**src/sv/ckcb_pkg.sv**
```systemverilog
// Shared types and constants for the color-keyed clipped blitter.
// Used by the top level and by its interface checker; depends on nothing.
`timescale 1ns / 1ps
`default_nettype none

package ckcb_pkg;

    // Configuration register indexes.
    typedef logic [2:0] cfg_idx_t;
    localparam cfg_idx_t REG_DEST_X        = 3'd0;
    localparam cfg_idx_t REG_DEST_Y        = 3'd1;
    localparam cfg_idx_t REG_RECT_WIDTH    = 3'd2;
    localparam cfg_idx_t REG_RECT_ROWS     = 3'd3;
    localparam cfg_idx_t REG_SCREEN_WIDTH  = 3'd4;
    localparam cfg_idx_t REG_SCREEN_HEIGHT = 3'd5;
    localparam cfg_idx_t REG_KEY_A         = 3'd6;
    localparam cfg_idx_t REG_KEY_B         = 3'd7;

    // Field and register widths.
    localparam int POS_W     = 10;
    localparam int SIZE_W    = 11;
    localparam int PIXEL_W   = 32;
    localparam int ADDR_W    = 20;
    localparam int CFG_IDX_W = 3;
    localparam int CFG_W     = 32;

    // Stream widths: tdata padded to whole bytes.
    localparam int S_TDATA_W = 32;
    localparam int M_TDATA_W = 56;
    localparam int M_PAD_W   = M_TDATA_W - ADDR_W - PIXEL_W;

    // Reset values of the configuration registers.
    localparam logic [SIZE_W-1:0] RECT_WIDTH_RST    = 11'd16;
    localparam logic [SIZE_W-1:0] RECT_ROWS_RST     = 11'd16;
    localparam logic [SIZE_W-1:0] SCREEN_WIDTH_RST  = 11'd320;
    localparam logic [SIZE_W-1:0] SCREEN_HEIGHT_RST = 11'd200;

endpackage

`default_nettype wire

```
**src/sv/color_key_clipped_blit.sv**
```systemverilog
// Top level of the color-keyed blitter with destination clipping.
// Depends on ckcb_pkg for widths, register indexes and reset values.
//
// Usage:
//   The s_ channel carries one 32-bit source pixel per transfer, in raster
//   order over a rectangle of rect_width columns by rect_rows rows. For every
//   input transfer the m_ channel delivers exactly one result transfer:
//   m_tdata holds the linear destination address and the pixel, m_tuser is
//   the write enable and m_tlast marks the final pixel of the rectangle.
//   The write enable is high only when the destination position lies on the
//   screen and the pixel equals neither color key; address and pixel are
//   always given.
//   A pixel accepted on s_ appears on m_ in the next cycle. Throughput is
//   one pixel per cycle while the receiver does not stall, set by the single
//   output register stage; the address path is one 10 by 11 bit multiply and a
//   three-term add between the input port and that register.
//   When the receiver stalls, the result holds in the output register and
//   s_tready stays high only if that register is being drained in the same
//   cycle, so no result is lost or repeated.
//   Reset (aresetn low, synchronous) clears the column, row and row-base
//   counters, empties the output register and loads the register defaults:
//   origin 0,0, a 16 by 16 rectangle, a 320 by 200 screen and both keys 0.
//   Configuration writes take effect at the edge where cfg_we is high and
//   should only be issued while no pixel is in flight.
`timescale 1ns / 1ps
`default_nettype none

module color_key_clipped_blit #(
    parameter int COORD_BITS = 10
) (
    input  wire                                 aclk,
    input  wire                                 aresetn,
    // Configuration write port.
    input  wire                                 cfg_we,
    input  wire [ckcb_pkg::CFG_IDX_W-1:0]       cfg_index,
    input  wire [ckcb_pkg::CFG_W-1:0]           cfg_wdata,
    // Source pixel stream.
    input  wire                                 s_tvalid,
    output logic                                s_tready,
    input  wire [ckcb_pkg::S_TDATA_W-1:0]       s_tdata,   // [31:0] source_pixel
    // Destination write stream.
    output logic                                m_tvalid,
    input  wire                                 m_tready,
    output logic [ckcb_pkg::M_TDATA_W-1:0]      m_tdata,   // [19:0] write_address,
                                                           // [51:20] write_pixel,
                                                           // [55:52] zero
    output logic                                m_tuser,   // [0] write_enable
    output logic                                m_tlast    // last_pixel
);

    // Size arithmetic has room for 2^COORD_BITS and for the 11-bit registers.
    localparam int SW = (COORD_BITS + 1 > ckcb_pkg::SIZE_W) ? COORD_BITS + 1
                                                            : ckcb_pkg::SIZE_W;
    // Destination coordinates: origin plus counter, never wrapping.
    localparam int XW = ((COORD_BITS > ckcb_pkg::POS_W) ? COORD_BITS
                                                        : ckcb_pkg::POS_W) + 1;
    // Width for comparing a coordinate against a screen dimension.
    localparam int CW = (XW > ckcb_pkg::SIZE_W) ? XW : ckcb_pkg::SIZE_W;
    localparam int PW = ckcb_pkg::POS_W + ckcb_pkg::SIZE_W;
    localparam logic [SW-1:0] COORD_MAX = SW'(1) << COORD_BITS;

    // Configuration registers.
    logic [ckcb_pkg::POS_W-1:0]   dest_x_reg;
    logic [ckcb_pkg::POS_W-1:0]   dest_y_reg;
    logic [ckcb_pkg::SIZE_W-1:0]  rect_width_reg;
    logic [ckcb_pkg::SIZE_W-1:0]  rect_rows_reg;
    logic [ckcb_pkg::SIZE_W-1:0]  screen_width_reg;
    logic [ckcb_pkg::SIZE_W-1:0]  screen_height_reg;
    logic [ckcb_pkg::PIXEL_W-1:0] key_a_reg;
    logic [ckcb_pkg::PIXEL_W-1:0] key_b_reg;

    // Raster position within the rectangle.
    logic [COORD_BITS-1:0]        col_reg, col_next;
    logic [COORD_BITS-1:0]        row_reg, row_next;
    logic [ckcb_pkg::ADDR_W-1:0]  row_base_reg, row_base_next;

    // Output register.
    logic                         m_valid_reg;
    logic                         we_reg, we_next;
    logic                         last_reg, last_next;
    logic [ckcb_pkg::ADDR_W-1:0]  addr_reg, addr_next;
    logic [ckcb_pkg::PIXEL_W-1:0] pixel_reg;

    logic [ckcb_pkg::PIXEL_W-1:0] pixel;
    logic                         accept;
    logic [SW-1:0]                width_ext, rows_ext;
    logic [SW-1:0]                col_last, row_last;
    logic                         end_col, end_row;
    logic [XW-1:0]                dst_x, dst_y;
    logic                         on_screen, keyed;
    logic [PW-1:0]                origin_offset;

    assign pixel    = s_tdata[ckcb_pkg::PIXEL_W-1:0];
    assign s_tready = !m_valid_reg || m_tready;
    assign accept   = s_tvalid && s_tready;

    always_comb begin
        // A size of zero acts as one, anything above 2^COORD_BITS as the maximum.
        width_ext = SW'(rect_width_reg);
        rows_ext  = SW'(rect_rows_reg);
        if (width_ext == '0) begin
            col_last = '0;
        end else if (width_ext > COORD_MAX) begin
            col_last = COORD_MAX - SW'(1);
        end else begin
            col_last = width_ext - SW'(1);
        end
        if (rows_ext == '0) begin
            row_last = '0;
        end else if (rows_ext > COORD_MAX) begin
            row_last = COORD_MAX - SW'(1);
        end else begin
            row_last = rows_ext - SW'(1);
        end
        // A counter at or beyond the last position wraps, which also covers
        // a size change in the middle of a rectangle.
        end_col = SW'(col_reg) >= col_last;
        end_row = SW'(row_reg) >= row_last;

        dst_x = XW'(dest_x_reg) + XW'(col_reg);
        dst_y = XW'(dest_y_reg) + XW'(row_reg);
        on_screen = (CW'(dst_x) < CW'(screen_width_reg))
                 && (CW'(dst_y) < CW'(screen_height_reg));
        keyed = (pixel == key_a_reg) || (pixel == key_b_reg);

        origin_offset = PW'(dest_y_reg) * PW'(screen_width_reg);
        addr_next = origin_offset[ckcb_pkg::ADDR_W-1:0] + row_base_reg
                  + ckcb_pkg::ADDR_W'(dst_x);
        we_next   = on_screen && !keyed;
        last_next = end_col && end_row;

        col_next      = col_reg + COORD_BITS'(1);
        row_next      = row_reg;
        row_base_next = row_base_reg;
        if (end_col) begin
            col_next = '0;
            if (end_row) begin
                row_next      = '0;
                row_base_next = '0;
            end else begin
                row_next      = row_reg + COORD_BITS'(1);
                row_base_next = row_base_reg + ckcb_pkg::ADDR_W'(screen_width_reg);
            end
        end
    end

    // Configuration registers.
    always_ff @(posedge aclk) begin
        if (!aresetn) begin
            dest_x_reg        <= '0;
            dest_y_reg        <= '0;
            rect_width_reg    <= ckcb_pkg::RECT_WIDTH_RST;
            rect_rows_reg     <= ckcb_pkg::RECT_ROWS_RST;
            screen_width_reg  <= ckcb_pkg::SCREEN_WIDTH_RST;
            screen_height_reg <= ckcb_pkg::SCREEN_HEIGHT_RST;
            key_a_reg         <= '0;
            key_b_reg         <= '0;
        end else if (cfg_we) begin
            unique case (cfg_index)
                ckcb_pkg::REG_DEST_X:
                    dest_x_reg <= cfg_wdata[ckcb_pkg::POS_W-1:0];
                ckcb_pkg::REG_DEST_Y:
                    dest_y_reg <= cfg_wdata[ckcb_pkg::POS_W-1:0];
                ckcb_pkg::REG_RECT_WIDTH:
                    rect_width_reg <= cfg_wdata[ckcb_pkg::SIZE_W-1:0];
                ckcb_pkg::REG_RECT_ROWS:
                    rect_rows_reg <= cfg_wdata[ckcb_pkg::SIZE_W-1:0];
                ckcb_pkg::REG_SCREEN_WIDTH:
                    screen_width_reg <= cfg_wdata[ckcb_pkg::SIZE_W-1:0];
                ckcb_pkg::REG_SCREEN_HEIGHT:
                    screen_height_reg <= cfg_wdata[ckcb_pkg::SIZE_W-1:0];
                ckcb_pkg::REG_KEY_A:
                    key_a_reg <= cfg_wdata[ckcb_pkg::PIXEL_W-1:0];
                ckcb_pkg::REG_KEY_B:
                    key_b_reg <= cfg_wdata[ckcb_pkg::PIXEL_W-1:0];
            endcase
        end
    end

    // Counters and output valid.
    always_ff @(posedge aclk) begin
        if (!aresetn) begin
            col_reg      <= '0;
            row_reg      <= '0;
            row_base_reg <= '0;
            m_valid_reg  <= 1'b0;
        end else begin
            if (accept) begin
                col_reg      <= col_next;
                row_reg      <= row_next;
                row_base_reg <= row_base_next;
                m_valid_reg  <= 1'b1;
            end else if (m_tready) begin
                m_valid_reg  <= 1'b0;
            end
        end
    end

    // Output payload loads only on an accepted pixel, so it holds while stalled.
    always_ff @(posedge aclk) begin
        if (accept) begin
            we_reg    <= we_next;
            last_reg  <= last_next;
            addr_reg  <= addr_next;
            pixel_reg <= pixel;
        end
    end

    assign m_tvalid = m_valid_reg;
    assign m_tdata  = {ckcb_pkg::M_PAD_W'(0), pixel_reg, addr_reg};
    assign m_tuser  = we_reg;
    assign m_tlast  = last_reg;

endmodule

`default_nettype wire

```
**config.mk**
```make
export PLATFORM = sky130hd
export DESIGN_NAME = color_key_clipped_blit
export DESIGN_NICKNAME = d
export VERILOG_FILES = /design/src/sv/ckcb_pkg.sv /design/src/sv/color_key_clipped_blit.sv
export SDC_FILE = /design/constraint.sdc
export NUM_CORES = 1
export LEC_CHECK = 0
export BUFFER_PORTS_ARGS = -buffer_cell sky130_fd_sc_hd__buf_4
export CAP_MARGIN = 10
export CORE_MARGIN = 2
export CORE_UTILIZATION = 45
export CTS_CLUSTER_DIAMETER = 150
export DETAILED_ROUTE_END_ITERATION = 12
export GPL_TIMING_DRIVEN = 0
export PLACE_DENSITY = 0.72
export SLEW_MARGIN = 30
export SYNTH_ARGS = -nofsm -noshare
export SYNTH_HDL_FRONTEND = slang
export SYNTH_SLANG_ARGS = --single-unit
```
**constraint.sdc**
```tcl
create_clock -name aclk -period 9.3 [get_ports aclk]
set_input_delay 1.86 -clock aclk [delete_from_list [all_inputs] [get_ports aclk]]
set_output_delay 1.86 -clock aclk [all_outputs]
set_load 0.01 [all_outputs]
```
==> run summary <==
Count of state elements after synthesis = 223
Initial DRT Pass Iterations = 5
LEAKAGE = 7.66 nW
Tightest Hold Check Type = register to register
Critical path arrival = 6940 ps
Flip-flop and latch area = 5000 sq um
Total power of the final layout = 2.34 mW
Clock transition at the registers of the reported paths = 60 ps
Slew headroom = 52.0%
Sum of overflow across all layers after global routing = 0
Maximum count of clock buffers along a single path = 3
Fin Clk Skew = 12.3 ps
Top achievable clock speed = 151 MHz
Level count of the clock H-tree = 1
Most frequent CP cell = sky130_fd_sc_hd__fa_1
Family with the most delay on the worst path = adder cells
DRC marker count from the first detailed-route iteration = 625
Wire length on met1 = 16.6 mm
Met3 routed wirelength = 1.75 mm
Final Hold Violating Endpoints = 0
Worst path buffer plus inverter count = 2
Via density per instance = 5.16
Routed len/inst = 16.2 um
Share of cells above drive strength 1 = 9.60%
I/O pin count = 132
CTS sink count = 223
Slew at the pin closest to its max-slew limit = 720 ps
R2R setup slack = 2660 ps
Critical path endpoint category = register
Antenna violations before repair = 1
Postcts setup bufs = 0
Minimum clock period after layout = 6640 ps
Total of endpoints with negative setup slack in the final report = 0
Final Core Density = 52.5%
Clock tree from TritonCTS = built
CTS root buf = sky130_fd_sc_hd__clkbuf_16
Highest routing layer actually used = met4
Proportion of register bits with asynchronous set or reset after synthesis = 0%
Synthesized netlist cell count = 1,760
Mean post-synth cell area = 8.95 sq um
Net count reported at finish = 2,206
Maximum VDD drop = 0.000138 V
First-pass GRT wire length = 62.3 mm
Setup repair after global routing missed its margin = no
Outcome = finished clean
Filler Cells Inserted = 3,165
CTS Buf Count = 27
Total global routing track utilization = 21.3%
Row count = 68
Die outline height = 191 um
Layout Area Growth over Synthesis = 14.9%
Total number of vias = 12,300
Fin Setup TNS = 0 ps
Worst-Skew Late Latency = 560 ps
Die outline width = 191 um
Power density of the placed cells = 130 nW/um^2
Residual DRC count = 0
Final weighted congestion in routability-driven placement = 0.872
Slowest stage cell, crit path = sky130_fd_sc_hd__fa_1
Initial core utilization = 45.7%
Biggest cell delay along the critical path = 520 ps
Cells resized by post-CTS repair = 0
Final HPWL from detailed placement = 30.2 mm
Hold buffer count at cts = 0
Series of cell instances along the critical path = ha_1, fa_1, a21oi_1, nor2_1, nor2_1, o21bai_1, a21oi_1, o21bai_1, a21oi_1, xnor2_1, fa_1, fa_1, fa_1, inv_1, fa_1, inv_1, ha_1, o21a_1, o21ai_0, o31ai_1, o221ai_1, a21boi_0, o21ai_0, a211o_1
Unique masters post-synth = 59
Largest net degree at the start of global routing = 34
Crit-path max FO = 5
Most frequent standard cell in the layout excluding fill and tap cells = sky130_fd_sc_hd__nand2_1
Most frequently used flop master after synthesis = sky130_fd_sc_hd__dfxtp_1
Number of antenna-violating nets in the routed design = 0
Count of pins over their slew limit = 0
Area after detailed placement = 17,200 sq um
Via count of the first global-routing pass = 12,500
Area of the die = 36,500 sq um
Length of routed met2 wiring = 19.2 mm
Area of all placed cells without fillers = 18,100 sq um
Number of flops mapped to enable cells by yosys = 54
Share of the yosys chip area belonging to registers = 31.8%
Kind of critical path = register to register
Worst hold margin = 471 ps
Syn Std Cell Area = 15,700 sq um
Area inside the core boundary = 34,500 sq um
Category of the worst setup path launch point = register
Post-route fraction of the period consumed by the critical path = 71.4%
Number of warnings reported in the yosys synthesis log = 0
Routed wire length = 38.5 mm
Area taken by multi-input logic gates = 9660 sq um
Required time at the worst-slack endpoint = 9600 ps
PortBufs = 113
Count of maximum capacitance violations = 0
Highest-count cells in the layout ignoring fill and taps = 352 x sky130_fd_sc_hd__nand2_1, 184 x sky130_fd_sc_hd__inv_1, 169 x sky130_fd_sc_hd__dfxtp_1
## layout make-up
| class | instances | area share (%) |
|---|---|---|
| Tap cell | 455 | 3.15 |
| Clock buffer | 36 | 4.03 |
| Timing Repair Buffer | 114 | 4.80 |
| Sequential cell | 223 | 27.7 |
| Antenna cell | 1 | 0.0138 |
| Multi-Input combinational cell | 1271 | 53.4 |
| Clock inverter | 14 | 0.885 |
| Buffer | 84 | 2.22 |
| Inverter | 185 | 3.84 |
## synthesized netlist by cell type (2+ instances only)
master                     count  area share (%)
sky130_fd_sc_hd__nand2_1     352             8.4
sky130_fd_sc_hd__inv_1       184             4.4
sky130_fd_sc_hd__dfxtp_1     169              21
sky130_fd_sc_hd__a21boi_0    126             6.0
sky130_fd_sc_hd__ha_1        125             9.9
sky130_fd_sc_hd__xnor2_1     107             6.0
sky130_fd_sc_hd__fa_1        103              13
sky130_fd_sc_hd__nor2_1       64             1.5
sky130_fd_sc_hd__clkbuf_1     63             1.5
sky130_fd_sc_hd__edfxtp_1     54              10
sky130_fd_sc_hd__a21oi_1      53             1.7
sky130_fd_sc_hd__and2_1       53             2.1
sky130_fd_sc_hd__xor2_1       33             1.8
sky130_fd_sc_hd__o21ai_0      27            0.86
sky130_fd_sc_hd__nand3_1      25            0.79
sky130_fd_sc_hd__nand4_1      25            0.99
sky130_fd_sc_hd__o21a_1       20            0.95
sky130_fd_sc_hd__a21o_1       19            0.91
sky130_fd_sc_hd__buf_4        15            0.72
sky130_fd_sc_hd__nand2b_1     15            0.60
sky130_fd_sc_hd__nor3_1       14            0.45
sky130_fd_sc_hd__a22o_1       12            0.67
sky130_fd_sc_hd__nor4_1       10            0.40
sky130_fd_sc_hd__o211ai_1     10            0.48
sky130_fd_sc_hd__a211oi_1      8            0.38
sky130_fd_sc_hd__o21bai_1      8            0.38
sky130_fd_sc_hd__and3_1        7            0.28
sky130_fd_sc_hd__nor2b_1       7            0.28
sky130_fd_sc_hd__a31oi_1       5            0.20
sky130_fd_sc_hd__o22ai_1       5            0.20
sky130_fd_sc_hd__or3_1         5            0.20
sky130_fd_sc_hd__buf_6         3            0.21
sky130_fd_sc_hd__o31a_1        3            0.17
sky130_fd_sc_hd__a211o_1       2            0.11
sky130_fd_sc_hd__buf_2         2           0.064
sky130_fd_sc_hd__nor2_2        2           0.079
sky130_fd_sc_hd__o31ai_1       2           0.095
sky130_fd_sc_hd__or4_1         2           0.095
## power by group
| part | internal, mW | leakage [nW] | switching (mW) | total [mW] |
|---|---|---|---|---|
| Combinational | 0.107 | 5.33 | 0.137 | 0.244 |
| Clock | 0.636 | 0.436 | 0.425 | 1.06 |
| Sequential | 1.02 | 1.90 | 0.0168 | 1.04 |
| Total | 1.77 | 7.66 | 0.579 | 2.34 |
## routing by layer
layer  global-route usage, %  up-vias
li1                        -     6064
met1                    26.0     5931
met2                    38.1      244
met3                    3.62       60
met4                    6.95        0
met5                       0        -
## tightest hold or removal path, stage by stage, from the launching register on
cell                       delay [ps]
sky130_fd_sc_hd__dfxtp_1          310
sky130_fd_sc_hd__nand2_1           50
sky130_fd_sc_hd__a21boi_0          60
## final timing paths
path,start,end,depth (start not counted)
setup reg to reg,col_reg[0],addr_reg[18],24
hold reg to reg,dest_x_reg[9],dest_x_reg[9],2
hold / removal,dest_x_reg[9],dest_x_reg[9],2
setup / recovery,col_reg[0],addr_reg[18],24
## stage by stage
step / instances / worst slack, ps
final: 2383 / 2660
after global routing: 2382 / 2210
after CTS: 2382 / 2640
after detailed placement: 2332 / 2670
after global placement: 2331 / 2760
after floorplan: 1763 / 3490
## cell families (layout without fill, tap and decap cells)
logic type      Yosys count  count (layout)  synth area share (%)
simple gates            587             587                  16.6
xor+xnor                140             140                  7.79
buf+inv                 269             433                  6.95
flops                   223             223                  31.8
other cells               1               5                0.0238
mux                       1               1                0.0636
fa+ha+maj               228             228                  23.0
compound gates          311             311                  13.8
Note: power is estimated with default switching activity, not from simulation.
